$ cat config.mk
export PLATFORM = sky130hd
export DESIGN_NAME = wildcard_byte_pattern_search
export DESIGN_NICKNAME = d
export VERILOG_FILES = /design/src/rtl/wbps_pkg.sv /design/src/rtl/wbps_regs.sv /design/src/rtl/wbps_core.sv /design/src/rtl/wildcard_byte_pattern_search.sv
export SDC_FILE = /design/constraint.sdc
export NUM_CORES = 2
export LEC_CHECK = 0
export BUFFER_PORTS_ARGS = -buffer_cell sky130_fd_sc_hd__clkbuf_2
export CAP_MARGIN = 10
export CORE_MARGIN = 5
export CORE_UTILIZATION = 57
export CTS_CLUSTER_DIAMETER = 120
export DETAILED_ROUTE_END_ITERATION = 10
export HOLD_SLACK_MARGIN = 0.03
export PLACE_DENSITY = 0.78
export SYNTH_ARGS = -nofsm -noshare
export SYNTH_HDL_FRONTEND = slang
export SYNTH_SLANG_ARGS = --single-unit
$ cat constraint.sdc
create_clock -name clk_i -period 7.5 [get_ports clk_i]
set_clock_uncertainty 0.2 [all_clocks]
set_input_delay 1.5 -clock clk_i [delete_from_list [all_inputs] [get_ports clk_i]]
set_output_delay 1.5 -clock clk_i [all_outputs]
set_load 0.01 [all_outputs]
$ cat src/rtl/wbps_pkg.sv
package wbps_pkg;

  localparam int MAX_PATTERN = 16;
  localparam int IDX_W       = $clog2(MAX_PATTERN);
  localparam int PAT_W       = 8 * MAX_PATTERN;
  localparam int ADDR_W      = 6;
  localparam int DATA_W      = 64;
  localparam int POS_W       = 32;

  // Register indexes, taken from paddr[5:3].
  localparam logic [2:0] REG_PATTERN_LENGTH  = 3'd0;
  localparam logic [2:0] REG_PATTERN_LOW     = 3'd1;
  localparam logic [2:0] REG_PATTERN_HIGH    = 3'd2;
  localparam logic [2:0] REG_WILDCARD_ENABLE = 3'd3;
  localparam logic [2:0] REG_WILDCARD_BYTE   = 3'd4;
  localparam logic [2:0] REG_START_OFFSET    = 3'd5;
  localparam logic [2:0] REG_OCCURRENCE      = 3'd6;

  typedef struct packed {
    logic [4:0]       pattern_length;
    logic [PAT_W-1:0] pattern;
    logic             wildcard_enable;
    logic [7:0]       wildcard_byte;
    logic [POS_W-1:0] start_offset;
    logic [POS_W-1:0] occurrence;
  } cfg_t;

  // Effective pattern length minus one: zero acts as one, long values clamp.
  function automatic logic [IDX_W-1:0] eff_len_m1(input logic [4:0] len);
    logic [IDX_W-1:0] r;
    if (len == 5'd0) begin
      r = '0;
    end else if (len > 5'(MAX_PATTERN)) begin
      r = IDX_W'(MAX_PATTERN - 1);
    end else begin
      r = IDX_W'(len - 5'd1);
    end
    return r;
  endfunction

endpackage

$ cat src/rtl/wbps_regs.sv
module wbps_regs import wbps_pkg::*; (
  input  logic              clk_i,
  input  logic              rst_ni,
  input  logic              psel,
  input  logic              penable,
  input  logic              pwrite,
  input  logic [ADDR_W-1:0] paddr,
  input  logic [DATA_W-1:0] pwdata,
  output logic [DATA_W-1:0] prdata,
  output logic              pready,
  output cfg_t              cfg_o
);

  logic [4:0]       pattern_length_q;
  logic [63:0]      pattern_low_q;
  logic [63:0]      pattern_high_q;
  logic             wildcard_enable_q;
  logic [7:0]       wildcard_byte_q;
  logic [POS_W-1:0] start_offset_q;
  logic [POS_W-1:0] occurrence_q;
  logic [2:0]       reg_idx;
  logic             wr_en;

  assign pready  = 1'b1;
  assign reg_idx = paddr[5:3];
  assign wr_en   = psel && penable && pwrite;

  always_ff @(posedge clk_i or negedge rst_ni) begin
    if (!rst_ni) begin
      pattern_length_q  <= 5'd1;
      pattern_low_q     <= '0;
      pattern_high_q    <= '0;
      wildcard_enable_q <= 1'b0;
      wildcard_byte_q   <= '0;
      start_offset_q    <= '0;
      occurrence_q      <= POS_W'(1);
    end else if (wr_en) begin
      unique case (reg_idx)
        REG_PATTERN_LENGTH:  pattern_length_q  <= pwdata[4:0];
        REG_PATTERN_LOW:     pattern_low_q     <= pwdata;
        REG_PATTERN_HIGH:    pattern_high_q    <= pwdata;
        REG_WILDCARD_ENABLE: wildcard_enable_q <= pwdata[0];
        REG_WILDCARD_BYTE:   wildcard_byte_q   <= pwdata[7:0];
        REG_START_OFFSET:    start_offset_q    <= pwdata[POS_W-1:0];
        REG_OCCURRENCE:      occurrence_q      <= pwdata[POS_W-1:0];
        default: ;
      endcase
    end
  end

  always_comb begin
    unique case (reg_idx)
      REG_PATTERN_LENGTH:  prdata = DATA_W'(pattern_length_q);
      REG_PATTERN_LOW:     prdata = pattern_low_q;
      REG_PATTERN_HIGH:    prdata = pattern_high_q;
      REG_WILDCARD_ENABLE: prdata = DATA_W'(wildcard_enable_q);
      REG_WILDCARD_BYTE:   prdata = DATA_W'(wildcard_byte_q);
      REG_START_OFFSET:    prdata = DATA_W'(start_offset_q);
      REG_OCCURRENCE:      prdata = DATA_W'(occurrence_q);
      default:             prdata = '0;
    endcase
  end

  assign cfg_o.pattern_length  = pattern_length_q;
  assign cfg_o.pattern         = {pattern_high_q, pattern_low_q};
  assign cfg_o.wildcard_enable = wildcard_enable_q;
  assign cfg_o.wildcard_byte   = wildcard_byte_q;
  assign cfg_o.start_offset    = start_offset_q;
  assign cfg_o.occurrence      = occurrence_q;

endmodule

$ cat src/rtl/wbps_core.sv
module wbps_core import wbps_pkg::*; (
  input  logic             clk_i,
  input  logic             rst_ni,
  input  cfg_t             cfg_i,
  input  logic             fire_i,
  input  logic [7:0]       data_i,
  input  logic             last_i,
  input  logic             out_stall_i,
  output logic             advance_o,
  output logic             out_valid_o,
  output logic             found_o,
  output logic [POS_W-1:0] position_o
);

  // The stored window keeps the older bytes; the newest byte comes from data_i.
  logic [7:0]       win_q   [MAX_PATTERN-1];
  logic [7:0]       win_new [MAX_PATTERN];
  logic [POS_W-1:0] byte_index_q;
  logic [POS_W-1:0] match_count_q;
  logic             reported_q;
  logic             out_valid_q;
  logic             found_q;
  logic [POS_W-1:0] position_q;

  logic [IDX_W-1:0]       len_m1;
  logic [MAX_PATTERN-1:0] len_hit;
  logic                   window_match;
  logic                   window_full;
  logic [POS_W-1:0]       start_pos;
  logic                   counted;
  logic [POS_W-1:0]       count_inc;
  logic [POS_W-1:0]       want;
  logic                   hit;
  logic                   emit;
  logic [POS_W-1:0]       index_inc;

  always_comb begin
    win_new[0] = data_i;
    for (int k = 1; k < MAX_PATTERN; k++) begin
      win_new[k] = win_q[k-1];
    end
  end

  // One compare result per possible pattern length, each at fixed taps;
  // the configured length then picks one of them.
  always_comb begin
    logic [7:0] p;
    logic       ok;
    for (int l = 0; l < MAX_PATTERN; l++) begin
      len_hit[l] = 1'b1;
      for (int j = 0; j <= l; j++) begin
        p  = cfg_i.pattern[8*j +: 8];
        ok = (cfg_i.wildcard_enable && (p == cfg_i.wildcard_byte)) ||
             (p == win_new[l-j]);
        len_hit[l] = len_hit[l] & ok;
      end
    end
  end

  assign len_m1       = eff_len_m1(cfg_i.pattern_length);
  assign window_match = len_hit[len_m1];
  assign window_full  = byte_index_q >= POS_W'(len_m1);
  assign start_pos    = byte_index_q - POS_W'(len_m1);
  assign counted      = window_full && (start_pos >= cfg_i.start_offset) && window_match;
  assign count_inc    = (match_count_q == '1) ? match_count_q : match_count_q + POS_W'(1);
  assign want         = (cfg_i.occurrence == '0) ? POS_W'(1) : cfg_i.occurrence;
  assign hit          = counted && (count_inc >= want);
  assign index_inc    = (byte_index_q == '1) ? byte_index_q : byte_index_q + POS_W'(1);
  assign emit         = !reported_q && (hit || last_i);

  assign advance_o = !(out_valid_q && out_stall_i);

  always_ff @(posedge clk_i or negedge rst_ni) begin
    if (!rst_ni) begin
      for (int k = 0; k < MAX_PATTERN - 1; k++) begin
        win_q[k] <= '0;
      end
      byte_index_q  <= '0;
      match_count_q <= '0;
      reported_q    <= 1'b0;
    end else if (fire_i) begin
      if (last_i) begin
        for (int k = 0; k < MAX_PATTERN - 1; k++) begin
          win_q[k] <= '0;
        end
        byte_index_q  <= '0;
        match_count_q <= '0;
        reported_q    <= 1'b0;
      end else if (!reported_q) begin
        for (int k = 0; k < MAX_PATTERN - 1; k++) begin
          win_q[k] <= win_new[k];
        end
        byte_index_q <= index_inc;
        if (counted) begin
          match_count_q <= count_inc;
        end
        if (hit) begin
          reported_q <= 1'b1;
        end
      end
    end
  end

  always_ff @(posedge clk_i or negedge rst_ni) begin
    if (!rst_ni) begin
      out_valid_q <= 1'b0;
    end else if (fire_i && emit) begin
      out_valid_q <= 1'b1;
    end else if (!out_stall_i) begin
      out_valid_q <= 1'b0;
    end
  end

  always_ff @(posedge clk_i) begin
    if (fire_i && emit) begin
      found_q    <= hit;
      position_q <= hit ? start_pos : '0;
    end
  end

  assign out_valid_o = out_valid_q;
  assign found_o     = found_q;
  assign position_o  = position_q;

endmodule

$ cat src/rtl/wildcard_byte_pattern_search.sv
// A result passes from the input register, once its request is accepted, through
// the compare into the result register.
// Throughput: one byte per cycle; the input stalls only while a result waits.
// Reset (rst_ni low, asynchronous) clears the window, counters and all valid
// flags, and loads the registers with length one, occurrence one, others zero.
module wildcard_byte_pattern_search import wbps_pkg::*; (
  input  logic              clk_i,
  input  logic              rst_ni,
  input  logic              in_valid_i,
  output logic              in_stall_o,
  input  logic [7:0]        data_byte_i,
  input  logic              last_byte_i,
  output logic              out_valid_o,
  input  logic              out_stall_i,
  output logic              found_o,
  output logic [POS_W-1:0]  position_o,
  input  logic              psel,
  input  logic              penable,
  input  logic              pwrite,
  input  logic [ADDR_W-1:0] paddr,
  input  logic [DATA_W-1:0] pwdata,
  output logic [DATA_W-1:0] prdata,
  output logic              pready
);

  cfg_t       cfg;
  logic       s1_valid_q;
  logic [7:0] s1_data_q;
  logic       s1_last_q;
  logic       advance;
  logic       fire;
  logic       accept;

  wbps_regs u_regs (
    .clk_i   (clk_i),
    .rst_ni  (rst_ni),
    .psel    (psel),
    .penable (penable),
    .pwrite  (pwrite),
    .paddr   (paddr),
    .pwdata  (pwdata),
    .prdata  (prdata),
    .pready  (pready),
    .cfg_o   (cfg)
  );

  assign fire       = s1_valid_q && advance;
  assign in_stall_o = s1_valid_q && !advance;
  assign accept     = in_valid_i && !in_stall_o;

  always_ff @(posedge clk_i or negedge rst_ni) begin
    if (!rst_ni) begin
      s1_valid_q <= 1'b0;
    end else if (accept) begin
      s1_valid_q <= 1'b1;
    end else if (fire) begin
      s1_valid_q <= 1'b0;
    end
  end

  always_ff @(posedge clk_i) begin
    if (accept) begin
      s1_data_q <= data_byte_i;
      s1_last_q <= last_byte_i;
    end
  end

  wbps_core u_core (
    .clk_i       (clk_i),
    .rst_ni      (rst_ni),
    .cfg_i       (cfg),
    .fire_i      (fire),
    .data_i      (s1_data_q),
    .last_i      (s1_last_q),
    .out_stall_i (out_stall_i),
    .advance_o   (advance),
    .out_valid_o (out_valid_o),
    .found_o     (found_o),
    .position_o  (position_o)
  );

endmodule

### After elaboration in Yosys (flattened, before gate mapping)

Cells that the tools add are included.

| word-level totals | value |
|---|---|
| register bits | 435 |
| input port bits | 86 |
| output and inout port bits | 100 |

| operators by class | value |
|---|---|
| $add $sub $neg | 4 |
| magnitude comparators | 5 |
| equal/unequal tests | 163 |
| muxes and demuxes | 22 |
| bitwise operators | 120 |
| reductions and logical operators | 182 |

Operator list:

| operator | number |
|---|---|
| 8-bit equality test | 152 |
| 64-bit case mux with 7 select lines | 1 |
| 32-bit two-way mux | 8 |
| 120-bit two-way mux | 2 |
| 1-bit logical OR | 137 |
| 1-bit bitwise AND | 120 |
| 32-bit by 1-bit adder with 32-bit output (second input constant) | 2 |
| 32-bit equality test (second input constant) | 2 |
| 32-bit >= comparator | 2 |
| 32-bit by 4-bit >= comparator with 1-bit output | 1 |
| 32-bit zero test | 1 |
| 32-bit by 4-bit subtractor with 32-bit output | 1 |
| 1-bit logical AND | 27 |
| 2-bit AND reduction | 8 |
| 3-bit equality test (second input constant) | 3 |
| 1-bit two-way mux | 8 |
| 4-bit two-way mux | 2 |
| 3-bit by 2-bit equality test with 1-bit output (second input constant) | 2 |
| 3-bit AND reduction | 2 |
| 5-bit greater-than comparator (second input constant) | 1 |
| 5-bit zero test | 1 |
| 4-bit by 5-bit < comparator with 1-bit output (second input constant) | 1 |
| 1-bit binary-select mux with 4-bit select | 1 |
| 2-bit inequality test (second input constant) | 2 |
| 6 further kinds | 9 |

### Logic depth before layout (Yosys ltp)

| logic depth | value |
|---|---|
| word-level depth | 26 |
| depth in mapped cells | 28 |

### Cells and area by module

Synthesis repeated with hierarchy kept, for this count alone.

| unflattened totals | value |
|---|---|
| cells, all modules | 3865 |
| area, all modules | 36428.7 um2 |

Modules (own cells, without submodules):

| module | instances | cells an instance | area an instance (um2) |
|---|---|---|---|
| wbps_core | 1 | 3222 | 26927.1 |
| wbps_regs | 1 | 628 | 9167.5 |
| wildcard_byte_pattern_search | 1 | 15 | 334.1 |

### Worst setup path after synthesis

Ideal clock, no wire load.

| path | value |
|---|---|
| kind | register -> register |
| start | register u_regs.pattern_length_q[0] |
| end | register u_core.found_q (netlist: u_core.found_o), enable pin |
| library setup time | 0.464 ns |
| data arrival time | 6.893 ns |
| data required time | 6.836 ns |
| slack | -0.057 ns |
| stages on the path, launching flop included | 26 |
| clock period less this slack | 7.557 ns |
| path through | dfstp_2 inv_1 ha_1 nand2b_1 a21oi_1 o21ba_2 a31oi_1 inv_1 ha_1 or2_2 clkbuf_1 nor3_2 nand2_2 or4_1 xnor2_1 ha_1 and3_1 nand4_1 nor4_1 o21ai_0 nor2_1 a211o_1 o21ai_2 a21oi_2 a31oi_1 nor3_1 |

| between the ends | value |
|---|---|
| cells in the longest elaborated chain, start to end | 11 |
| elaborated cells between the ends (all ways) | 16 |

RTL lines:

| item | RTL line | RTL |
|---|---|---|
| from (decl) | wbps_regs.sv:14 | `logic [4:0] pattern_length_q;` |
| from (signal assigned) | wbps_regs.sv:39 | `REG_PATTERN_LENGTH: pattern_length_q <= pwdata[4:0];` |
| 4-bit by 1-bit subtractor with 4-bit output / 5-bit greater-than comparator (equally long branches) | wbps_pkg.sv:36, wbps_pkg.sv:33 |  |
| 4-bit two-way mux | wbps_pkg.sv:33 | `end else if (len > 5'(MAX_PATTERN)) begin` |
| 4-bit two-way mux * | wbps_pkg.sv:31 | `if (len == 5'd0) begin` |
| 32-bit by 4-bit subtractor with 32-bit output * | wbps_core.sv:63 | `assign start_pos = byte_index_q - POS_W'(len_m1);` |
| net u_core.start_pos[22] | wbps_core.sv:29 | `logic [POS_W-1:0] start_pos;` |
| 32-bit >= comparator * | wbps_core.sv:64 | `assign counted = window_full && (start_pos >= cfg_i.start_offset) && window_match;` |
| 1-bit logical AND * (2 in series) | wbps_core.sv:64 |  |
| 1-bit logical AND * | wbps_core.sv:67 | `assign hit = counted && (count_inc >= want);` |
| 1-bit logical OR * | wbps_core.sv:69 | `assign emit = !reported_q && (hit \|\| last_i);` |
| 1-bit logical AND * | wbps_core.sv:69 |  |
| 1-bit logical AND * | wbps_core.sv:115 | `if (fire_i && emit) begin` |
| to (signal assigned) | wbps_core.sv:116 | `found_q <= hit;` |
| to (decl) | wbps_core.sv:22 | `logic found_q;` |

Mark *: on every way through the listed nets, which the timed path passes. The rest lies on a longest branch. The select of a mux whose other input is x is not followed.
A chain may end at the register's enable or synchronous reset.

### Worst setup path after layout

| path | value |
|---|---|
| start | register u_regs.pattern_length_q[0] |
| end | register u_core.position_q[1] (netlist: u_core.position_o[1]), enable pin |

| between the ends | value |
|---|---|
| cells in the longest elaborated chain, start to end | 11 |
| elaborated cells between the ends (all ways) | 16 |

RTL lines:

| item | RTL line | RTL |
|---|---|---|
| 4-bit by 1-bit subtractor with 4-bit output / 5-bit greater-than comparator (equally long branches) | wbps_pkg.sv:36, wbps_pkg.sv:33 |  |
| 4-bit two-way mux | wbps_pkg.sv:33 |  |
| 4-bit two-way mux * | wbps_pkg.sv:31 |  |
| 32-bit by 4-bit subtractor with 32-bit output * | wbps_core.sv:63 |  |
| net u_core.start_pos[22] | wbps_core.sv:29 |  |
| 32-bit >= comparator * | wbps_core.sv:64 |  |
| 1-bit logical AND * (2 in series) | wbps_core.sv:64 |  |
| 1-bit logical AND * | wbps_core.sv:67 |  |
| 1-bit logical OR * | wbps_core.sv:69 |  |
| 1-bit logical AND * | wbps_core.sv:69 |  |
| 1-bit logical AND * | wbps_core.sv:115 |  |
| to (signal assigned) | wbps_core.sv:117 | `position_q <= hit ? start_pos : '0;` |
| to (decl) | wbps_core.sv:23 | `logic [POS_W-1:0] position_q;` |

Marked as above.

==> results.cfg <==
[run_status]
status = completed

[clock_network]
clock_tree_from_tritoncts = built
cts-root-buf = sky130_fd_sc_hd__clkbuf_16
tritoncts_num_sinks = 435
clk_pin_slew_worst_paths_ns = 0.06
cts_max_level = 2
clkLatencyLatePin_ns = 0.62
post-cts-setup-buffer-count = 0
cts.path.max_buffers = 3
cts_inserted_buffers = 50
count_of_hold_fix_buffers_inserted_at_cts = 0
cts_resized = 0

[synthesis]
yosys.cell_types.count = 80
synth.area.top_cells = sky130_fd_sc_hd__dfrtp_1, sky130_fd_sc_hd__xor2_1, sky130_fd_sc_hd__xnor2_1
synth_area_leader_cell = sky130_fd_sc_hd__dfrtp_1
netlist.area_leader.share_pct = 27.0
synth-edff-count = 42
postSynthAreaPerCell_um2 = 9.39
yosysWarningCount = 0
yosysSeqAreaShare_pct = 30.6
synth_ff_type = sky130_fd_sc_hd__dfrtp_1
synthesized_netlist_cell_count = 3862
syn_area_um2 = 36300
yosys_register_bits = 435
syn_nets = 4020
synth_async_sr_flop_share_pct = 90.3

[final_layout]
nets_final = 3933
fillers = 5313
multi_input_area_um2 = 22600
combined_flip_flop_and_latch_cell_area_um2 = 11100
num_antenna_cells = 0
layout-drive-gt1-share_pct = 15.6
layout-area-overhead-vs-synth_pct = 6.65

[sta]
worst_margin_pin_slew_ns = 1.27
rsz0062_at_grt = false
timing_hold_violations_final = 0
setup-violations-final = 0
fin_tns_setup_ns = 0
fin_crit_ns = 6.74
timing.slew.headroom_pct = 14.9
min_setup_slack_post_route_ns = 0.758
min_period_over_period_pct = 89.9
highest_attainable_clock_frequency_mhz = 148
final_report_max_slew_violation_count = 0

[floorplan]
floorplan.initialDensity_pct = 57.5
coreArea_um2 = 63100
die_area_um2 = 68700
die_span_y_um = 262
io_pins = 186
std_cell_rows = 92
horizontal_die_dimension_um = 262

[grt]
grt-ovfl-total = 0
grt_pass1_wl_um = 197000
antenna_found_initial = 2
vias_in_the_first_global_route = 30800
largest_net_degree_at_the_start_of_global_routing = 158
grt.total_usage_pct = 36.7

[drt]
routedWlPerCell_um = 28.5
num_vias = 31400
vias_per_cell = 6.75
dr.first_iter.drc_count = 4943
post-route-drc-count = 0
final_antenna_net_count = 0
total_length_of_routed_wires_um = 133000
detailedRoute.firstPassIterationCount = 8

[job]
maxCapViolCount = 0

[placed_design]
final_weighted_congestion_in_routability_driven_placement = 1.04
place_ws_ns = 0.903
dpl.hpwl_um = 89300
port-buffer-count = 181

[power]
power-per-cell-area_nw_per_um2 = 262
power.ir.vdd_worst_mv = 0.200
static_leakage_power_nw = 18.7
total_power_mw = 10.1

[min_path]
worstHoldStart = u_core.win_new[116]
hold-path-endpoint = u_core.win_new[116]
hp-class = register to register
hold_critical_path_depth = 1

[worst_setup_path]
rrSetupSlack_ns = 0.76
crit_path_max_fanout = 33
cp_data_arrival_time_ns = 6.81
worst-endpoint-required_ns = 7.56
end_of_the_worst_register_to_register_path = u_core.position_o[1]
r2r.worst_path.cells = 25
endpoint_kind = register
critical_path.startpoint_type = register
reg2reg_from = u_regs.pattern_length_q[0]
path_class = register to register
state kept, by name (all words and copies together), names as in the netlist, 5 cells and up:
register	count
u_regs.occurrence_q	32
u_regs.pattern_length_q	5
u_regs.pattern_low_q	64
u_core.win_new	120
u_core.byte_index_q	32
s1_data_q	8
u_core.match_count_q	32
u_regs.wildcard_byte_q	8
u_regs.pattern_high_q	64
u_regs.start_offset_q	32
u_core.position_o	32
layout by cell type, fill, tap and decap left out, types with 120 or more instances in the layout:
master / count
sky130_fd_sc_hd__nor4_1: 246
sky130_fd_sc_hd__mux2_2: 154
sky130_fd_sc_hd__a22o_1: 178
sky130_fd_sc_hd__clkbuf_2: 180
sky130_fd_sc_hd__nand2_1: 153
sky130_fd_sc_hd__a21oi_1: 120
sky130_fd_sc_hd__dfrtp_1: 391
sky130_fd_sc_hd__xnor2_1: 422
sky130_fd_sc_hd__buf_4: 124
sky130_fd_sc_hd__xor2_1: 872
cells in the mapped netlist, types with 10 or more instances:
master	instances
sky130_fd_sc_hd__xor2_1	872
sky130_fd_sc_hd__a21o_1	33
sky130_fd_sc_hd__o21ai_0	82
sky130_fd_sc_hd__edfxtp_1	42
sky130_fd_sc_hd__nor3_2	10
sky130_fd_sc_hd__nor2_1	108
sky130_fd_sc_hd__mux2_2	154
sky130_fd_sc_hd__inv_1	84
sky130_fd_sc_hd__nand3_1	42
sky130_fd_sc_hd__nor3_1	26
sky130_fd_sc_hd__buf_6	25
sky130_fd_sc_hd__nand2b_1	22
sky130_fd_sc_hd__dfrtp_1	391
sky130_fd_sc_hd__a22o_1	178
sky130_fd_sc_hd__a21oi_1	120
sky130_fd_sc_hd__xnor2_1	422
sky130_fd_sc_hd__and3_1	14
sky130_fd_sc_hd__o22ai_1	20
sky130_fd_sc_hd__ha_1	71
sky130_fd_sc_hd__nor2b_1	39
sky130_fd_sc_hd__a22oi_1	58
sky130_fd_sc_hd__nor4_1	246
sky130_fd_sc_hd__buf_4	34
sky130_fd_sc_hd__buf_2	233
sky130_fd_sc_hd__nand4_1	113
sky130_fd_sc_hd__clkbuf_1	114
sky130_fd_sc_hd__buf_1	39
sky130_fd_sc_hd__nand2_1	153
stage by stage:
step / hold WS [ns] / cell area [µm²] / std cells / util (%)
floorplan: 0.279 / 36300 / 3862 / -
global placement: 0.283 / 37000 / 4568 / 58.6
detailed placement: 0.284 / 37000 / 4568 / 58.6
CTS: 0.306 / 38600 / 4659 / 61.3
global route: 0.316 / 38700 / 4660 / 61.3
finish: 0.313 / 38700 / 4660 / 61.3
where the power goes:
group / internal (mW) / leakage [nW] / switching, mW
logic: 1.77 / 12.4 / 2.64
clock network: 1.46 / 0.819 / 1.06
registers: 2.64 / 5.54 / 0.554
total: 5.87 / 18.7 / 4.26
worst max path at each step:
stage	end	cells after the start	slack (ns)	startpoint
finish	u_core.position_o[1]	25	0.76	u_regs.pattern_length_q[0]
floorplan	u_core.found_o	25	0.95	u_regs.pattern_length_q[0]
CTS	u_core.position_o[1]	25	0.88	u_regs.pattern_length_q[0]
global route	u_core.position_o[26]	25	0.35	u_regs.pattern_length_q[0]
global placement	u_core.position_o[27]	25	0.94	u_regs.pattern_length_q[0]
detailed placement	u_core.position_o[24]	26	0.90	u_regs.pattern_length_q[0]
cell type report:
| cell class | instances | area share (%) |
|---|---|---|
| multi-input combinational | 2895 | 58.5 |
| inverter | 85 | 0.825 |
| timing repair buffer | 308 | 4.93 |
| clock inverter | 27 | 0.780 |
| sequential | 435 | 28.7 |
| clock buffer | 64 | 3.53 |
| tap | 846 | 2.74 |
logic make-up (layout without fill, tap and decap cells):
group,after synthesis,count (layout),synth area share (%)
DFF,435,435,30.6
xor gates and xnor gates,1297,1297,31.4
other,1,1,0.0103
and+or+nand+nor,827,827,12.8
adders and majority gates,72,72,2.51
buffers and inverters,532,484,7.19
AOI/OAI and AO/OA,538,538,10.5
muxes,160,160,5.02
per-layer routing:
| metal | share of wire, % | wire length [µm] | vias up | GRT usage [%] |
|---|---|---|---|---|
| met1 | 36 | 48400 | 15200 | 47.0 |
| met2 | 41 | 54700 | 2451 | 53.6 |
| met3 | 14 | 18400 | 771 | 12.1 |
| li1 | - | - | 13000 | - |
| met4 | 8.4 | 11200 | 4 | 22.9 |
| met5 | 0.050 | 67 | - | 0.832 |
critical path, cell delays in order (launching register included):
cell	delay (ns)
sky130_fd_sc_hd__dfstp_2	0.57
sky130_fd_sc_hd__inv_1	0.05
sky130_fd_sc_hd__ha_1	0.22
sky130_fd_sc_hd__nand2b_1	0.13
sky130_fd_sc_hd__a21oi_1	0.08
sky130_fd_sc_hd__o21ba_2	0.21
sky130_fd_sc_hd__a31oi_1	0.25
sky130_fd_sc_hd__inv_1	0.23
sky130_fd_sc_hd__ha_1	0.40
sky130_fd_sc_hd__a21boi_0	0.23
sky130_fd_sc_hd__nor3_2	0.42
sky130_fd_sc_hd__nand2_2	0.22
sky130_fd_sc_hd__or4_1	0.47
sky130_fd_sc_hd__xnor2_1	0.18
sky130_fd_sc_hd__ha_1	0.31
sky130_fd_sc_hd__and3_1	0.18
sky130_fd_sc_hd__nand4_1	0.13
sky130_fd_sc_hd__nor4_1	0.29
sky130_fd_sc_hd__o21ai_0	0.13
sky130_fd_sc_hd__nor2_1	0.12
sky130_fd_sc_hd__a211o_1	0.14
sky130_fd_sc_hd__o21ai_2	0.08
sky130_fd_sc_hd__a21oi_2	0.28
sky130_fd_sc_hd__a31oi_1	0.22
sky130_fd_sc_hd__nor3_4	0.20
sky130_fd_sc_hd__buf_4	0.41
Power figures use the tool's default switching activity.
